==> src/hw/rtl/gest_pkg.sv <==
// Shared constants, codes, types and helpers of the generational entity slot table.
package gest_pkg;

    localparam int CAPACITY    = 1024;
    localparam int SLOT_W      = $clog2(CAPACITY);
    localparam int CNT_W       = SLOT_W + 1;
    localparam int GEN_W       = 8;
    localparam int HID_W       = 24;
    localparam int HANDLE_W    = 32;
    localparam int COMP_LIMIT  = 16;
    localparam int SIG_W       = 16;
    localparam int COMP_IDX_W  = 4;
    localparam int SYS_LIMIT   = 4;
    localparam int NUM_SYS     = 4;
    localparam int CMD_W       = 3;
    localparam int COMP_W      = 5;
    localparam int STATUS_W    = 3;
    localparam int MATCH_W     = 4;
    localparam int CIU_W       = 5;
    localparam int SIU_W       = 3;
    localparam int LIM_W       = 6;
    localparam int APB_ADDR_W  = 5;
    localparam int APB_DATA_W  = 32;
    localparam int REG_IDX_W   = 3;

    // Request codes
    localparam logic [CMD_W-1:0] CMD_CREATE  = 3'd0;
    localparam logic [CMD_W-1:0] CMD_DESTROY = 3'd1;
    localparam logic [CMD_W-1:0] CMD_ATTACH  = 3'd2;
    localparam logic [CMD_W-1:0] CMD_DETACH  = 3'd3;
    localparam logic [CMD_W-1:0] CMD_QUERY   = 3'd4;

    // Result status codes
    localparam logic [STATUS_W-1:0] ST_OK       = 3'd0;
    localparam logic [STATUS_W-1:0] ST_INVALID  = 3'd1;
    localparam logic [STATUS_W-1:0] ST_FULL     = 3'd2;
    localparam logic [STATUS_W-1:0] ST_ATTACHED = 3'd3;
    localparam logic [STATUS_W-1:0] ST_BADCOMP  = 3'd4;

    // Register indexes
    localparam logic [REG_IDX_W-1:0] REG_COMPONENTS = 3'd0;
    localparam logic [REG_IDX_W-1:0] REG_SYSTEMS    = 3'd1;
    localparam logic [REG_IDX_W-1:0] REG_SIG0       = 3'd2;
    localparam logic [REG_IDX_W-1:0] REG_SIG1       = 3'd3;
    localparam logic [REG_IDX_W-1:0] REG_SIG2       = 3'd4;
    localparam logic [REG_IDX_W-1:0] REG_SIG3       = 3'd5;

    typedef enum logic [2:0] {
        RK_INVALID,
        RK_FULL,
        RK_BADCOMP,
        RK_CREATE,
        RK_DESTROY,
        RK_COMP
    } res_kind_t;

    typedef struct packed {
        logic      load;
        logic      rd_slot;
        logic      rd_last;
        logic      do_create;
        logic      do_comp;
        logic      do_move;
        logic      do_release;
        logic      res_load;
        res_kind_t res_kind;
    } ctl_cmd_t;

    typedef struct packed {
        logic [CMD_W-1:0] cmd;
        logic             full;
        logic             comp_ok;
        logic             map_ok;
        logic             gen_ok;
    } ctl_stat_t;

    typedef struct packed {
        logic [CIU_W-1:0]                  comps;
        logic [SIU_W-1:0]                  systems;
        logic [NUM_SYS-1:0][SIG_W-1:0]     sigs;
    } cfg_t;

    typedef struct packed {
        logic [STATUS_W-1:0] status;
        logic [HANDLE_W-1:0] entity_handle;
        logic [SLOT_W-1:0]   slot;
        logic [SIG_W-1:0]    signature;
        logic                present;
        logic [MATCH_W-1:0]  system_match;
        logic [CNT_W-1:0]    live_entities;
    } result_t;

    // Systems whose required bits are all present in sig
    function automatic logic [MATCH_W-1:0] match_mask(input logic [SIG_W-1:0] sig,
                                                      input cfg_t cfg);
        logic [SIU_W-1:0]   n;
        logic [MATCH_W-1:0] m;
        n = (cfg.systems > SIU_W'(SYS_LIMIT)) ? SIU_W'(SYS_LIMIT) : cfg.systems;
        m = '0;
        for (int s = 0; s < NUM_SYS; s++)
        begin
            if ((SIU_W'(s) < n) && ((sig & cfg.sigs[s]) == cfg.sigs[s]))
            begin
                m[s] = 1'b1;
            end
        end
        return m;
    endfunction

endpackage

==> src/hw/rtl/gest_ctrl.sv <==
// Request sequencer of the slot table.
module gest_ctrl import gest_pkg::*;
(
    input  logic      clk,
    input  logic      rst_n,
    input  logic      in_valid,
    output logic      in_ready,
    output logic      out_valid,
    input  logic      out_ready,
    input  ctl_stat_t stat,
    output ctl_cmd_t  ctl
);

    typedef enum logic [2:0] {
        S_IDLE,
        S_LOOKUP,
        S_CHECK,
        S_MOVE,
        S_RELEASE
    } state_t;

    state_t state_reg;
    state_t state_next;
    logic   out_valid_reg;
    logic   out_valid_next;
    logic   out_free;
    logic   comp_cmd;

    assign in_ready  = (state_reg == S_IDLE);
    assign out_valid = out_valid_reg;
    assign out_free  = !out_valid_reg || out_ready;
    assign comp_cmd  = (stat.cmd == CMD_ATTACH) || (stat.cmd == CMD_DETACH)
                    || (stat.cmd == CMD_QUERY);

    // Step through the table accesses; a result waits until the output frees
    always_comb
    begin
        ctl        = '0;
        ctl.res_kind = RK_INVALID;
        state_next = state_reg;
        unique case (state_reg)
            S_IDLE:
            begin
                if (in_valid)
                begin
                    ctl.load   = 1'b1;
                    state_next = S_LOOKUP;
                end
            end
            S_LOOKUP:
            begin
                if (stat.cmd == CMD_CREATE)
                begin
                    if (out_free)
                    begin
                        ctl.res_load  = 1'b1;
                        ctl.res_kind  = stat.full ? RK_FULL : RK_CREATE;
                        ctl.do_create = !stat.full;
                        state_next    = S_IDLE;
                    end
                end
                else if ((stat.cmd == CMD_DESTROY || (comp_cmd && stat.comp_ok))
                         && stat.map_ok)
                begin
                    ctl.rd_slot = 1'b1;
                    state_next  = S_CHECK;
                end
                else if (out_free)
                begin
                    ctl.res_load = 1'b1;
                    ctl.res_kind = (comp_cmd && !stat.comp_ok) ? RK_BADCOMP : RK_INVALID;
                    state_next   = S_IDLE;
                end
            end
            S_CHECK:
            begin
                if (stat.gen_ok && stat.cmd == CMD_DESTROY)
                begin
                    ctl.rd_last = 1'b1;
                    state_next  = S_MOVE;
                end
                else if (out_free)
                begin
                    ctl.res_load = 1'b1;
                    ctl.res_kind = stat.gen_ok ? RK_COMP : RK_INVALID;
                    ctl.do_comp  = stat.gen_ok;
                    state_next   = S_IDLE;
                end
            end
            S_MOVE:
            begin
                ctl.do_move = 1'b1;
                state_next  = S_RELEASE;
            end
            S_RELEASE:
            begin
                if (out_free)
                begin
                    ctl.do_release = 1'b1;
                    ctl.res_load   = 1'b1;
                    ctl.res_kind   = RK_DESTROY;
                    state_next     = S_IDLE;
                end
            end
            default:
            begin
                state_next = S_IDLE;
            end
        endcase
    end

    // Result beat valid flag
    always_comb
    begin
        out_valid_next = out_valid_reg;
        if (ctl.res_load)
        begin
            out_valid_next = 1'b1;
        end
        else if (out_ready)
        begin
            out_valid_next = 1'b0;
        end
    end

    always_ff @(posedge clk or negedge rst_n)
    begin
        if (!rst_n)
        begin
            state_reg     <= S_IDLE;
            out_valid_reg <= 1'b0;
        end
        else
        begin
            state_reg     <= state_next;
            out_valid_reg <= out_valid_next;
        end
    end

endmodule

==> config.mk <==
export PLATFORM = sky130hd
export DESIGN_NAME = gest_ctrl
export DESIGN_NICKNAME = d
export VERILOG_FILES = /design/src/hw/rtl/gest_pkg.sv /design/src/hw/rtl/gest_ctrl.sv
export SDC_FILE = /design/constraint.sdc
export NUM_CORES = 1
export LEC_CHECK = 0
export ABC_AREA = 1
export ABC_CLOCK_PERIOD_IN_PS = 1300
export BUFFER_PORTS_ARGS = -buffer_cell sky130_fd_sc_hd__buf_2
export CAP_MARGIN = 5
export CORE_AREA = 5 5 42 44
export DETAILED_ROUTE_END_ITERATION = 7
export DIE_AREA = 0 0 47 49
export SYNTH_ARGS = -nofsm -noshare
export SYNTH_HDL_FRONTEND = slang
export SYNTH_SLANG_ARGS = --single-unit
==> constraint.sdc <==
create_clock -name clk -period 1.3 [get_ports clk]
set_input_delay 0.26 -clock clk [delete_from_list [all_inputs] [get_ports clk]]
set_output_delay 0.26 -clock clk [all_outputs]
set_load 0.01 [all_outputs]
==> impl_metrics.yaml <==
sta:
  max_slew_margin_pct: 84.6
  skew_ns: 0.00554
  setup_ws_ns: -0.284
  min_period_over_period_pct: 122
  layout_min_cycle_time_ns: 1.58
  whs_ns: 0.280
  rsz0062_at_grt: "yes"
  slew_violations: 0
  fin_setup_tns_ns: -2.85
  finalHoldViolCount: 0
  setup_viol: 13
  fmax_mhz: 631
  tightest_slew_ns: 0.230
setup_path:
  crit_path_max_fanout: 5
  reg2reg_to: "state_reg[0]$_DFFE_PN0P_"
  reg2reg_setup_slack_ns: -0.09
  r2r_cells: 9
  regToRegStartpoint: "state_reg[2]$_DFFE_PN0P_"
  critical_path.startpoint: "state_reg[0]$_DFFE_PN0P_"
  crit_type: "flip-flop to output port"
  critPathLaunchType: "flip-flop"
  crit_end: "ctl[3]"
  required_ns: 1.04
  cp.arrival_ns: 1.32
  cp-end-kind: "output port"
floorplan:
  pin_count: 24
  core_um2: 1400
  initial_core_util_pct: 26.6
  fp-row-count: 14
  die-area_um2: 2300
  die_y_um: 49
  fp.dieW_um: 47
placement:
  dp_slack_ns: -0.108
  globalplace.congestion: 0.841
  io_buffer_count: 23
  dp_hpwl_mm: 1.02
  place_inst: 109
global_routing:
  first_global_vias: 501
  overflow: 0
  grt.total_usage_pct: 12.0
  grt_max_degree: 7
  grt_pass1_wl_mm: 2.01
  antenna_found_initial: 0
routing:
  drc: 0
  wl_per_cell_um: 10.9
  wirelength_mm: 1.28
  dr.first_iter.drc_count: 10
  postRouteAntennaNets: 0
  drt_first_pass_iters: 4
  vias: 550
  vias_per_cell: 4.66
cells_and_area:
  layout-drive-gt1-share_pct: 58.8
  largest_reg_flops: 3
  syn_to_final_growth_pct: 85.2
  final_nets: 115
  n_antenna_cell: 0
  fin_cells: 118
cts:
  clockRootBuffer: "clkbuf_4"
  clk_latency_ns: 0.24
  clkTransAtPathRegs_ns: 0.04
  cts.sinks: 4
  cts_made_buffers: 3
  htreeDepth: 1
  clockBufferDepth: 2
  cts_tree: "built"
pwr:
  cellPowerDensity_nw_per_um2: 1520
  p_int_uw: 602
  p_seq_share_pct: 21.1
  p_clk_share_pct: 14.7
  combPwrFrac_pct: 64.2
  p_leak_uw: 0.000403
  peakVddDrop_v: 0.000576
  p_sw_share_pct: 42.8
  p_switching_uw: 450
synthesis:
  seq_area_frac_synth_pct: 26.8
  synthTopCellsByCount: "11 x nand2_1, 9 x inv_1, 6 x nor2_1"
  synth_fp_nets: 70
  synth_cells: 59
  yosys_most_used_dff: "dfrtp_1"
  yosysWarningCount: 0
  synth_area_leaders: "dfrtp_1 27%, nand2_1 11%, inv_1 9.1%"
  synth_most_common_cell: "nand2_1"
  yosys.area.top_type_share_pct: 26.8
  synth_area_per_cell_um2: 6.32
  synthArstFlopShare_pct: 100
  yosys.area.top_type: "dfrtp_1"
  synth_edf_count: 0
  ys_ff_latch: 4
  synth_area_um2: 373
  synth_cell_types: 19
outcome:
  violations: "negative setup slack"
  status: "finished with violations"
min_path:
  hold_class: "input pin to flip-flop"
job:
  cap_violations: 0
worst min path at each step:
stage,endpoint,cells after the start,startpoint
final,state_reg[0]$_DFFE_PN0P_,3,in_valid
after global routing,state_reg[0]$_DFFE_PN0P_,3,in_valid
after CTS,state_reg[0]$_DFFE_PN0P_,3,in_valid
after detailed placement,state_reg[2]$_DFFE_PN0P_,1,rst_n
after global placement,out_valid$_DFFE_PN0P_,1,rst_n
after floorplan,out_valid$_DFFE_PN0P_,0,rst_n
routing by layer:
layer  GRT usage (%)  vias to the layer above  part of all wire [%]
met5               0                        -                     0
met4            9.68                        0                  0.70
met3               0                        2                   5.8
met2            18.8                       21                    53
met1            14.7                      249                    41
li1                -                      278                     -
cell usage in the layout (no fill, tap or decap), types with 2 or more instances in the layout:
cell / n
nand2_1: 10
nand4_1: 4
o21ai_1: 3
inv_1: 7
buf_4: 16
clkbuf_4: 3
dfrtp_1: 3
nand2_2: 2
nand3_1: 4
nor2_4: 3
nor2_2: 3
nor2_1: 4
buf_2: 23
inv_2: 6
nor3_1: 2
per-stage QoR:
stage | power [µW] | cell area, µm² | utilization (%)
floorplan | 534 | 375 | -
CTS | 1010 | 651 | 46.4
finish | 1050 | 691 | 49.3
global route | 1130 | 691 | 49.3
detailed placement | 771 | 593 | 42.3
global placement | 763 | 593 | 42.3
area by class of cell:
cell class,instances,area (µm²)
multi-input cells,41,241
clock buffers,3,22.5
well taps,16,20.0
inverters,13,48.8
fillers,163,711
flip-flops and latches,4,101
repair buffers,41,256
power groups by stage:
stage                     clock network, µW  logic, µW  registers (µW)
after detailed placement                  0        562             208
after global routing                    165        735             226
after global placement                    0        557             206
final                                   155        675             222
after floorplan                           0        323             212
after CTS                               162        631             212
what timing repair did:
action,CTS,global route
setup buffers,1,4
pin swaps,3,3
endpoints found under the hold margin,4,0
setup endpoints to repair,12,13
hold buffers,1,0
resized for setup,5,4
gates cloned,0,0
critical path, stage by stage, from the launching register on:
cell      delay, ns
dfrtp_2        0.45
nor2_1         0.15
nand2_1        0.15
nor2_2         0.11
nand3b_1       0.10
buf_2          0.13
kinds of logic after synthesis:
kind of cell	count (synthesis)	share of synthesized area (%)
AND/OR/NAND/NOR	34	46.3
flip-flops	4	26.8
AO/OA/AOI/OAI	7	11.7
buffers and inverters	14	15.1
Note: power is estimated with default switching activity, not from simulation.
