$ cat config.mk
export PLATFORM = sky130hd
export DESIGN_NAME = gest_cfg
export DESIGN_NICKNAME = d
export VERILOG_FILES = /design/src/hw/rtl/gest_pkg.sv /design/src/hw/rtl/gest_cfg.sv
export SDC_FILE = /design/constraint.sdc
export NUM_CORES = 1
export LEC_CHECK = 0
export ABC_CLOCK_PERIOD_IN_PS = 1100
export BUFFER_PORTS_ARGS = -buffer_cell sky130_fd_sc_hd__buf_2
export CORE_UTILIZATION = 43
export DETAILED_ROUTE_END_ITERATION = 10
export PLACE_DENSITY = 0.8
export SLEW_MARGIN = 30
export SYNTH_ARGS = -nofsm -noshare
export SYNTH_HDL_FRONTEND = slang
export SYNTH_SLANG_ARGS = --single-unit
$ cat constraint.sdc
create_clock -name clk -period 1.1 [get_ports clk]
set_clock_uncertainty 0.15 [all_clocks]
set_input_delay 0.11 -clock clk [delete_from_list [all_inputs] [get_ports clk]]
set_output_delay 0.11 -clock clk [all_outputs]
set_load 0.03 [all_outputs]
$ cat src/hw/rtl/gest_pkg.sv
// Shared constants, codes, types and helpers of the generational entity slot table.
package gest_pkg;

    localparam int CAPACITY    = 1024;
    localparam int SLOT_W      = $clog2(CAPACITY);
    localparam int CNT_W       = SLOT_W + 1;
    localparam int GEN_W       = 8;
    localparam int HID_W       = 24;
    localparam int HANDLE_W    = 32;
    localparam int COMP_LIMIT  = 16;
    localparam int SIG_W       = 16;
    localparam int COMP_IDX_W  = 4;
    localparam int SYS_LIMIT   = 4;
    localparam int NUM_SYS     = 4;
    localparam int CMD_W       = 3;
    localparam int COMP_W      = 5;
    localparam int STATUS_W    = 3;
    localparam int MATCH_W     = 4;
    localparam int CIU_W       = 5;
    localparam int SIU_W       = 3;
    localparam int LIM_W       = 6;
    localparam int APB_ADDR_W  = 5;
    localparam int APB_DATA_W  = 32;
    localparam int REG_IDX_W   = 3;

    // Request codes
    localparam logic [CMD_W-1:0] CMD_CREATE  = 3'd0;
    localparam logic [CMD_W-1:0] CMD_DESTROY = 3'd1;
    localparam logic [CMD_W-1:0] CMD_ATTACH  = 3'd2;
    localparam logic [CMD_W-1:0] CMD_DETACH  = 3'd3;
    localparam logic [CMD_W-1:0] CMD_QUERY   = 3'd4;

    // Result status codes
    localparam logic [STATUS_W-1:0] ST_OK       = 3'd0;
    localparam logic [STATUS_W-1:0] ST_INVALID  = 3'd1;
    localparam logic [STATUS_W-1:0] ST_FULL     = 3'd2;
    localparam logic [STATUS_W-1:0] ST_ATTACHED = 3'd3;
    localparam logic [STATUS_W-1:0] ST_BADCOMP  = 3'd4;

    // Register indexes
    localparam logic [REG_IDX_W-1:0] REG_COMPONENTS = 3'd0;
    localparam logic [REG_IDX_W-1:0] REG_SYSTEMS    = 3'd1;
    localparam logic [REG_IDX_W-1:0] REG_SIG0       = 3'd2;
    localparam logic [REG_IDX_W-1:0] REG_SIG1       = 3'd3;
    localparam logic [REG_IDX_W-1:0] REG_SIG2       = 3'd4;
    localparam logic [REG_IDX_W-1:0] REG_SIG3       = 3'd5;

    typedef enum logic [2:0] {
        RK_INVALID,
        RK_FULL,
        RK_BADCOMP,
        RK_CREATE,
        RK_DESTROY,
        RK_COMP
    } res_kind_t;

    typedef struct packed {
        logic      load;
        logic      rd_slot;
        logic      rd_last;
        logic      do_create;
        logic      do_comp;
        logic      do_move;
        logic      do_release;
        logic      res_load;
        res_kind_t res_kind;
    } ctl_cmd_t;

    typedef struct packed {
        logic [CMD_W-1:0] cmd;
        logic             full;
        logic             comp_ok;
        logic             map_ok;
        logic             gen_ok;
    } ctl_stat_t;

    typedef struct packed {
        logic [CIU_W-1:0]                  comps;
        logic [SIU_W-1:0]                  systems;
        logic [NUM_SYS-1:0][SIG_W-1:0]     sigs;
    } cfg_t;

    typedef struct packed {
        logic [STATUS_W-1:0] status;
        logic [HANDLE_W-1:0] entity_handle;
        logic [SLOT_W-1:0]   slot;
        logic [SIG_W-1:0]    signature;
        logic                present;
        logic [MATCH_W-1:0]  system_match;
        logic [CNT_W-1:0]    live_entities;
    } result_t;

    // Systems whose required bits are all present in sig
    function automatic logic [MATCH_W-1:0] match_mask(input logic [SIG_W-1:0] sig,
                                                      input cfg_t cfg);
        logic [SIU_W-1:0]   n;
        logic [MATCH_W-1:0] m;
        n = (cfg.systems > SIU_W'(SYS_LIMIT)) ? SIU_W'(SYS_LIMIT) : cfg.systems;
        m = '0;
        for (int s = 0; s < NUM_SYS; s++)
        begin
            if ((SIU_W'(s) < n) && ((sig & cfg.sigs[s]) == cfg.sigs[s]))
            begin
                m[s] = 1'b1;
            end
        end
        return m;
    endfunction

endpackage

$ cat src/hw/rtl/gest_cfg.sv
// APB configuration registers of the slot table.
module gest_cfg import gest_pkg::*;
(
    input  logic                  clk,
    input  logic                  rst_n,
    input  logic                  psel,
    input  logic                  penable,
    input  logic                  pwrite,
    input  logic [APB_ADDR_W-1:0] paddr,
    input  logic [APB_DATA_W-1:0] pwdata,
    output logic [APB_DATA_W-1:0] prdata,
    output logic                  pready,
    output cfg_t                  cfg
);

    cfg_t                 cfg_reg;
    cfg_t                 cfg_next;
    logic [REG_IDX_W-1:0] idx;
    logic                 wr_en;

    assign pready = 1'b1;
    assign idx    = paddr[APB_ADDR_W-1:2];
    assign wr_en  = psel & penable & pwrite;
    assign cfg    = cfg_reg;

    // Decode the write beat
    always_comb
    begin
        cfg_next = cfg_reg;
        if (wr_en)
        begin
            unique case (idx)
                REG_COMPONENTS: cfg_next.comps   = pwdata[CIU_W-1:0];
                REG_SYSTEMS:    cfg_next.systems = pwdata[SIU_W-1:0];
                REG_SIG0:       cfg_next.sigs[0] = pwdata[SIG_W-1:0];
                REG_SIG1:       cfg_next.sigs[1] = pwdata[SIG_W-1:0];
                REG_SIG2:       cfg_next.sigs[2] = pwdata[SIG_W-1:0];
                REG_SIG3:       cfg_next.sigs[3] = pwdata[SIG_W-1:0];
                default:        cfg_next = cfg_reg;
            endcase
        end
    end

    always_ff @(posedge clk or negedge rst_n)
    begin
        if (!rst_n)
        begin
            cfg_reg <= '0;
        end
        else
        begin
            cfg_reg <= cfg_next;
        end
    end

    // Read back
    always_comb
    begin
        unique case (idx)
            REG_COMPONENTS: prdata = APB_DATA_W'(cfg_reg.comps);
            REG_SYSTEMS:    prdata = APB_DATA_W'(cfg_reg.systems);
            REG_SIG0:       prdata = APB_DATA_W'(cfg_reg.sigs[0]);
            REG_SIG1:       prdata = APB_DATA_W'(cfg_reg.sigs[1]);
            REG_SIG2:       prdata = APB_DATA_W'(cfg_reg.sigs[2]);
            REG_SIG3:       prdata = APB_DATA_W'(cfg_reg.sigs[3]);
            default:        prdata = '0;
        endcase
    end

endmodule

==> metrics.txt, run 1 <==
worst setup path end=prdata[4]; Global Route Usage Sum=0.335; DRT Pass-1 Iters=4; wire per inst=26.7 um; Routed WL=16300 um; Crit. End Element=output port; delay-heaviest family, CP=flip-flops; worst-path cell chain=mux2i_1 > o221ai_2 > buf_6; pre-CTS WS=-0.420 ns; die height=slightly above 90 um; area grow syn2layout=105%; CTS Buffer Depth=2; switching power=around 0.0048 W; I/O pin total=147; ANT nets after route=0; register area=roughly 1800 um^2; highest routed layer=met4; largest net degree at the start of global routing=between 40 and 50; Reg clk slew, reported paths=about 0.080 ns; synthesized area per cell=around 14 um^2; fmax=~0.6 GHz; post-synth cell types=25; WP depth=3; GPL Wtd Cong=0.804; hold path depth=4; CTS Buf Count=9; Final HPWL DP=7350 um; initial core utilization=0.448; worst vdd ir=~1800 uV; fillers=230; n_diodes=0; vias in the first global route=approximately 3500; DR iter-0 viols=142; Commonest cells post-synth=dfrtp_1, mux2_2, mux2i_1; unrepaired setup endpoints after global routing=true; Post-Syn Area=3500 um^2; CTS HTree Levels=3; outcome=finished, violations left; failing checks=setup timing; PortBufs=around 110; die area=~8500 um^2; vias per inst=around 5.6; DRC Markers=0; initial antenna violation count=0; Seq/Total Area, Yosys=0.515; Final Hold Fails=0; Die X-Extent=just over 90 um; internal power=around 0.0083 W; Comb power frac=0.506; Post-synth EDFFs=0; Critical Path RT=0.84 ns; synthesis-stage register bit count=72; fin crit period=around 1.7 ns; power per cell area=approximately 1800 nW/um^2; CP arrival=between 1 and 1.5 ns; area share of the largest cell type after synthesis=0.515; Multi-input gate area=~2200 um^2; Final nets=544; Synth warnings=0; fin. max-slew vios=0; CP max stage delay=about 0.44 ns; R2R setup slack=-0.21 ns; Post-synth ARST share=1.00; CTS tree=yes; metal2 WL=around 8200 um; Met3 Wirelength=between 1000 and 1500 um; DR vias=3390; WS Path Type=register to output port; area leader, netlist=dfrtp_1; sequential share of power=0.290; Max stage delay cell, worst path=dfrtp_1; Metal-1 WL=between 6000 and 7000 um; ys flop type=dfrtp_1; worst setup path startpoint=cfg[36]; HP Class=primary input to register; setup violators final=around 140; launch point of the worst reg-to-reg path=cfg[19]; r2r endpoint=cfg[19]; core box area=between 7000 and 8000 um^2; global-route wire length before repair=between 20000 and 25000 um; Root Buffer=clkbuf_8; top cells by area in the synthesized netlist=dfrtp_1, mux2_2, mux2i_1; top-count cell post-synth=dfrtp_1; max reg flops=between 70 and 80; Syn Inst Count=between 200 and 250; CP bufs+invs=1; setup ws final=-0.557 ns; Worst R2R Path Depth=4; worst-path maximum fanout=2; Final Cycle Share=1.51; Pleak=3.33 nW; Clk pwr share=0.204; clk sink count=72; worst-skew pair later-pin latency=0.36 ns; Net Sw Frac=0.369; Cell Rows=32; Max Cap Viol=0; layout cells sized above 1=0.817; Setup TNS Final=-26.95 ns; GRT Residual Overflow=0; CP startpoint kind=register
==> worst min-delay path, stage by stage <==
cell	delay, ns
buf_8	0.08
nand4b_4	0.15
nor2_1	0.08
mux2_2	0.23
==> metal layers <==
| layer | up-vias | GRT usage |
|---|---|---|
| li1 | 1385 | - |
| met1 | 1755 | 0.412 |
| met2 | 203 | 0.573 |
| met3 | 47 | 0.0896 |
| met4 | 0 | 0.104 |
| met5 | - | 0 |
==> layout make-up <==
class                      count  share of cell area
clock inverter                 6              0.0162
timing repair buffer         258               0.390
multi-input combinational    161               0.301
sequential                    72               0.257
clock buffer                  10              0.0178
tap                          102              0.0178
==> power groups by stage <==
stage / Clock [W] / Sequential, W / Combinational (W)
final: 0.00268 / 0.00382 / 0.00665
after global routing: 0.00282 / 0.00384 / 0.00684
after CTS: 0.00261 / 0.00365 / 0.00582
after detailed placement: 0 / 0.00358 / 0.00438
after global placement: 0 / 0.00355 / 0.00429
after floorplan: 0 / 0.00468 / 0.00151
==> worst min path at each step <==
| stage | to | slack (ns) | startpoint |
|---|---|---|---|
| floorplan | cfg[0] | -0.34 | rst_n |
| global placement | cfg[46] | -0.04 | rst_n |
| detailed placement | cfg[46] | -0.02 | rst_n |
| CTS | cfg[14] | 0.16 | rst_n |
| global route | cfg[66] | 0.17 | paddr[3] |
| finish | cfg[66] | 0.17 | paddr[3] |
==> through the flow <==
| stage | utilization | power (W) | cells | hold slack [ns] | area, um^2 |
|---|---|---|---|---|---|
| 2_1_floorplan | - | 0.00619 | 264 | -0.336 | 4050 |
| 3_3_place_gp | 0.680 | 0.00784 | 550 | -0.0350 | 5310 |
| 3_5_place_dp | 0.680 | 0.00795 | 550 | -0.0157 | 5310 |
| 4_1_cts | 0.865 | 0.0121 | 589 | 0.158 | 6750 |
| 5_1_grt | 0.917 | 0.0135 | 609 | 0.170 | 7160 |
| 6_report | 0.917 | 0.0131 | 609 | 0.167 | 7160 |
==> repair_timing <==
| item | 4_1_cts | 5_1_grt |
|---|---|---|
| endpoints found under the hold margin | 144 | 0 |
| hold buffers | 17 | 0 |
| setup buffers | 18 | 59 |
| resized for setup | 286 | 95 |
| pin swaps | 16 | 9 |
| setup endpoints to repair | 124 | 146 |
==> cells by family (layout without fill, tap and decap cells) <==
kind of cell | after synthesis | after routing | synth area share
AND/OR/NAND/NOR | 21 | 21 | 0.0451
flip-flops | 72 | 72 | 0.515
multiplexers | 105 | 105 | 0.338
AO/OA/AOI/OAI | 18 | 18 | 0.0350
other | 2 | 17 | 0.00215
buffers and inverters | 31 | 274 | 0.0654
==> layout by cell type, fill, tap and decap left out, types with 2 or more instances in the layout <==
master and instances:
dfrtp_2 31, mux2i_4 10, buf_2 19, o221ai_2 3, buf_8 2, nand3_1 2
buf_6 193, dlygate4sd3_1 17, mux2i_1 10, dfrtp_1 41, mux2_4 65, and3_4 2
buf_12 10, nand2b_4 2, clkinv_4 2, nor2_1 2, o22ai_2 2, conb_1 17
bufinv_16 3, o221ai_4 2, mux2_2 9, clkbuf_8 9, buf_4 17, mux2i_2 11
o22ai_4 9
Power figures use the tool's default switching activity.
==> inputs of run 2 (changes only) <==
- TNS_END_PERCENT: not set -> 50
==> run 2 against run 1 <==
  * The run still ends with setup timing left
  * Maximum frequency up 0.43%
  * First-iteration DRC count up 35%
  * Final area down 2.8%
  * Sequential share of layout area up 0.71 points
  * Routed wire length down 4.2%
  * Count of clock-buffer cells in the layout unchanged
  * Register-to-register slack better by 0.02 ns
  * Largest power group unchanged
  * Non-clock buffer count down 1
  * Core utilization down 2.6 points
==> metrics.txt, run 2 (synthesis gave the netlist of run 1 again) <==
Critical Path RT=0.84 ns (about the same); CTS tree=yes; Pleak=3.25 nW (-2.4%); vias per inst=5.40 (-3.1%); Global Route Usage Sum=0.330 (-0.00561); fin. max-slew vios=0 (unchanged); die height=92.2 um (unchanged); Setup TNS Final=-26.94 ns (+0.0116 ns); Final Cycle Share=1.50 (-0.00642); Reg clk slew, reported paths=0.10 ns (+0.02 ns); Cell Rows=32 (unchanged); worst vdd ir=1190 uV (-33%); n_diodes=0 (unchanged); commonest non-fill, non-tap cells in the layout=buf_6, mux2_4, dfrtp_1; Routed WL=15600 um (-4.2%); CP startpoint kind=register; clk sink count=72 (unchanged); GPL Wtd Cong=0.808 (+0.56%); power per cell area=1770 nW/um^2 (-3.4%); wire per inst=25.6 um (-4.1%); fin crit period=1.65 ns (-0.00706 ns); outcome=finished, violations left; largest net degree at the start of global routing=73 (+66%); Final Hold Fails=0 (unchanged); GRT Residual Overflow=0 (unchanged); die area=8500 um^2 (unchanged); setup violators final=147 (+2.8%); Core Util, Final=0.892 (-0.0258); CTS Buffer Depth=2 (unchanged); DR iter-0 viols=192 (+35%); initial antenna violation count=1 (+1); area grow syn2layout=98.9%; Max Cap Viol=0 (unchanged); unrepaired setup endpoints after global routing=true; worst-skew pair later-pin latency=0.36 ns (about the same); setup ws final=-0.550 ns (+0.00706 ns); DRT Pass-1 Iters=4 (unchanged); global-route wire length before repair=20400 um (-1.9%); Crit. End Element=output port; WS Path Type=register to output port; DRC Markers=0 (unchanged); DR vias=3281 (-3.2%); fmax=0.606 GHz (+0.43%); Final HPWL DP=7280 um (-0.97%); PortBufs=111 (unchanged); most common cell after layout, fill and taps aside=buf_6; failing checks=setup timing; CTS Buf Count=9 (unchanged); core box area=7810 um^2 (unchanged); I/O pin total=147 (unchanged); worst-path maximum fanout=2 (unchanged); vias in the first global route=3463 (-1.9%); ANT nets after route=0 (unchanged); HP Class=primary input to async pin; max reg flops=72 (unchanged); Die X-Extent=92.2 um (unchanged); Final nets=543 (-0.18%); CP arrival=1.39 ns (about the same); Root Buffer=clkbuf_8; layout cells sized above 1=0.806 (-0.0102); CTS HTree Levels=3 (unchanged); initial core utilization=0.448 (unchanged)
[run 2: per-stage QoR]
stage | setup slack, ns | hold WS, ns | cells | instance area [um^2] | total power (W)
2_1_floorplan | -0.295 | -0.336 | 264 | 4010 | 0.00614
5_1_grt | -0.610 | 0.200 | 608 | 6960 | 0.0127
4_1_cts | -0.542 | 0.166 | 589 | 6640 | 0.0114
3_5_place_dp | -0.474 | 0.00390 | 545 | 5200 | 0.00787
6_report | -0.550 | 0.151 | 608 | 6960 | 0.0123
3_3_place_gp | -0.430 | 0.00245 | 545 | 5200 | 0.00774
[run 2: critical path, stage by stage, from the launching register on]
cell and delay [ns]:
dfrtp_2 0.38, mux2i_1 0.06, or3_1 0.34, o221ai_2 0.10, buf_6 0.16
[run 2: final timing paths]
| kind | start | to | slack [ns] | cells past startpoint |
|---|---|---|---|---|
| worst max register to register | cfg[67] | cfg[67] | -0.19 | 4 |
| min in group clk | paddr[3] | cfg[40] | 0.26 | 5 |
| worst min-delay path | rst_n | cfg[41] | 0.15 | 3 |
| max in group asynchronous | rst_n | cfg[19] | 0.28 | 3 |
| worst max-delay path | cfg[67] | prdata[0] | -0.55 | 4 |
| worst min register to register | cfg[4] | cfg[4] | 0.48 | 1 |
[run 2: routing by layer]
| layer | part of all wire | up-vias | wire length [um] | global-route usage |
|---|---|---|---|---|
| li1 | - | 1379 | - | - |
| met1 | 0.39 | 1702 | 6140 | 0.398 |
| met2 | 0.52 | 164 | 8060 | 0.585 |
| met3 | 0.059 | 34 | 923 | 0.0697 |
| met4 | 0.029 | 2 | 456 | 0.105 |
| met5 | 0.00083 | - | 13 | 0 |
[run 2: what timing repair did]
| item | CTS | global route |
|---|---|---|
| hold buffers | 17 | 0 |
| endpoints found under the setup margin | 144 | 150 |
| hold endpoints to repair | 144 | 0 |
| pin swaps | 18 | 6 |
| buffers inserted | 27 | 58 |
| gates resized for setup | 294 | 78 |
[run 2: final cells by class]
class,count,area (um^2)
Multi-Input combinational cell,161,2070
Sequential cell,72,1840
Tap cell,102,128
Fill cell,301,846
Clock inverter,6,35.0
Timing Repair Buffer,257,2750
Clock buffer,10,138
[run 2: power breakdown]
group          total, W  internal [W]  switching (W)
Clock           0.00203      0.000867        0.00117
Sequential      0.00380       0.00320       0.000595
Combinational   0.00651       0.00349        0.00302
==> inputs of run 3 (changes only) <==
- CORE_UTILIZATION: 43 -> 40
- PLACE_DENSITY: 0.8 -> 0.75
==> run 3 against run 2 <==
  * The flow still finishes with violations (setup timing)
  * Worst hold slack worse by 0.079 ns
  * Combinational power decreased by 4.9%
  * Critical path depth did not move
  * Maximum frequency up 1.5%
  * Final area shrank 0.79%
  * Setup slack gained 0.025 ns
  * Largest power group unchanged
  * Critical endpoint unchanged
  * Sequential share of layout area rose by 0.21 points
  * Critical path type unchanged
  * Sequential cell count unchanged
==> metrics.txt, run 3 (synthesis gave the netlist of run 1 again) <==
n_diodes=0 (unchanged); CTS Buf Count=9 (unchanged); area grow syn2layout=97.4%; switching power=0.00445 W (-7.0%); max reg flops=72 (unchanged); Inst Count DP=542 (-0.55%); DR iter-0 viols=64 (-67%); largest net degree at the start of global routing=32 (-56%); most common cell after layout, fill and taps aside=buf_6; initial antenna violation count=0 (-1); global-route wire length before repair=18300 um (-10%); core box area=8340 um^2 (+6.8%); Core Util, Final=0.828 (-0.0636); failing checks=setup timing; vias in the first global route=3404 (-1.7%); I/O pin total=147 (unchanged); HP Class=primary input to async pin; Tot Pwr=0.0125 W (+1.4%); Final nets=535 (-1.5%); Final HPWL DP=7220 um (-0.72%); internal power=0.00807 W (+6.8%); die height=95.5 um (+3.6%); layout cells sized above 1=0.797 (-0.00914); Routed WL=13000 um (-16%); Critical Path RT=0.84 ns (about the same); CTS Buffer Depth=2 (unchanged); DRT Pass-1 Iters=4 (unchanged); Reg clk slew, reported paths=0.09 ns (about the same); CTS HTree Levels=3 (unchanged); Net Sw Frac=0.356 (-0.0322); Final Cycle Share=1.48 (-0.0226); vias per inst=5.10 (-5.6%); Comb power frac=0.495 (-0.033); Cell Rows=33 (+3.1%); power per cell area=1810 nW/um^2 (+2.2%); Final Hold Fails=0 (unchanged); outcome=finished, violations left; Clk pwr share=0.209 (+0.044); clk sink count=72 (unchanged); setup ws final=-0.525 ns (+0.0249 ns); commonest non-fill, non-tap cells in the layout=buf_6, dfrtp_1, mux2_2; Max Cap Viol=0 (unchanged); fin. max-slew vios=0 (unchanged); PortBufs=111 (unchanged); non-filler cells, final=603 (-0.82%); die area=9130 um^2 (+7.3%); worst vdd ir=1030 uV (-13%); setup violators final=132 (-10%); DR vias=3073 (-6.3%); DRC Markers=0 (unchanged); WS Path Type=register to output port; initial core utilization=0.420 (-0.0286); Crit. End Element=output port; worst-path maximum fanout=2 (unchanged); Post-DP Area=5190 um^2 (-0.36%); Root Buffer=clkbuf_8; Pleak=3.21 nW (-1.2%); fin crit period=1.63 ns (-0.0249 ns); wire per inst=21.6 um (-16%); Final Cell Area=6910 um^2 (-0.79%); worst-skew pair later-pin latency=0.36 ns (about the same); fmax=0.615 GHz (+1.5%); Die X-Extent=95.5 um (+3.6%); CP startpoint kind=register; sequential share of power=0.296 (-0.012); CTS tree=yes; R2R setup slack=-0.13 ns (+0.06 ns); CP arrival=1.37 ns (-0.02 ns); ANT nets after route=0 (unchanged); GPL Wtd Cong=0.764 (-5.5%); GRT Residual Overflow=0 (unchanged); unrepaired setup endpoints after global routing=true; Global Route Usage Sum=0.279 (-0.0508)
-- run 3: cell count changes in the layout (fill, tap and decap cells not counted), moves of 3 or more --
cell	previous run	this run
mux2_2	23	36
buf_12	8	11
bufinv_16	0	3
buf_6	185	175
clkinv_2	4	1
mux2_4	50	34
mux2_1	1	4
-- run 3: area by class of cell --
class                   count  area (um^2)
flip-flops and latches     72         1840
multi-input cells         161         2000
clock inverters             7          119
repair buffers            249         2690
clock buffers               9          124
fillers                   395         1430
well taps                 105          131
-- run 3: path summary, 6_finish.rpt --
path / from / end / cells past startpoint
worst max-delay path: cfg[67] / prdata[0] / 4
worst min-delay path: rst_n / cfg[21] / 2
worst max register to register: cfg[8] / cfg[8] / 3
worst min register to register: cfg[31] / cfg[31] / 1
max in group asynchronous: rst_n / cfg[51] / 3
min in group clk: penable / cfg[64] / 4
-- run 3: power by group through the flow --
stage / sequential [W] / combinational [W] / clock (W)
2_1_floorplan: 0.00468 / 0.00146 / 0
3_3_place_gp: 0.00353 / 0.00420 / 0
3_5_place_dp: 0.00358 / 0.00427 / 0
4_1_cts: 0.00365 / 0.00564 / 0.00261
5_1_grt: 0.00375 / 0.00645 / 0.00275
6_report: 0.00371 / 0.00619 / 0.00262
-- run 3: metal layers --
layer,vias up,share of wire,track usage
met3,29,0.052,0.0518
met4,0,0.025,0.0970
met1,1547,0.40,0.340
met2,132,0.52,0.492
met5,-,0,0
li1,1365,-,-
-- run 3: what timing repair did --
action,4_1_cts,5_1_grt
hold endpoints to repair,144,0
hold buffers,17,0
gates cloned,0,1
pin swaps,14,8
setup buffers,13,48
resized for setup,266,69
setup endpoints to repair,142,155
-- run 3: stage by stage --
stage	TNS (ns)	worst slack [ns]	hold WS (ns)
6_report	-23.92	-0.525	0.0723
4_1_cts	-21.92	-0.544	0.0496
3_5_place_dp	-35.17	-0.494	-0.103
2_1_floorplan	-15.87	-0.295	-0.336
3_3_place_gp	-33.02	-0.443	-0.111
5_1_grt	-27.51	-0.561	0.0951
-- run 3: worst max-delay path, cell delays in order (launching register included) --
cell and delay [ns]:
dfrtp_2 0.37, mux2i_1 0.06, or3_1 0.33, o221ai_2 0.08, buf_6 0.16
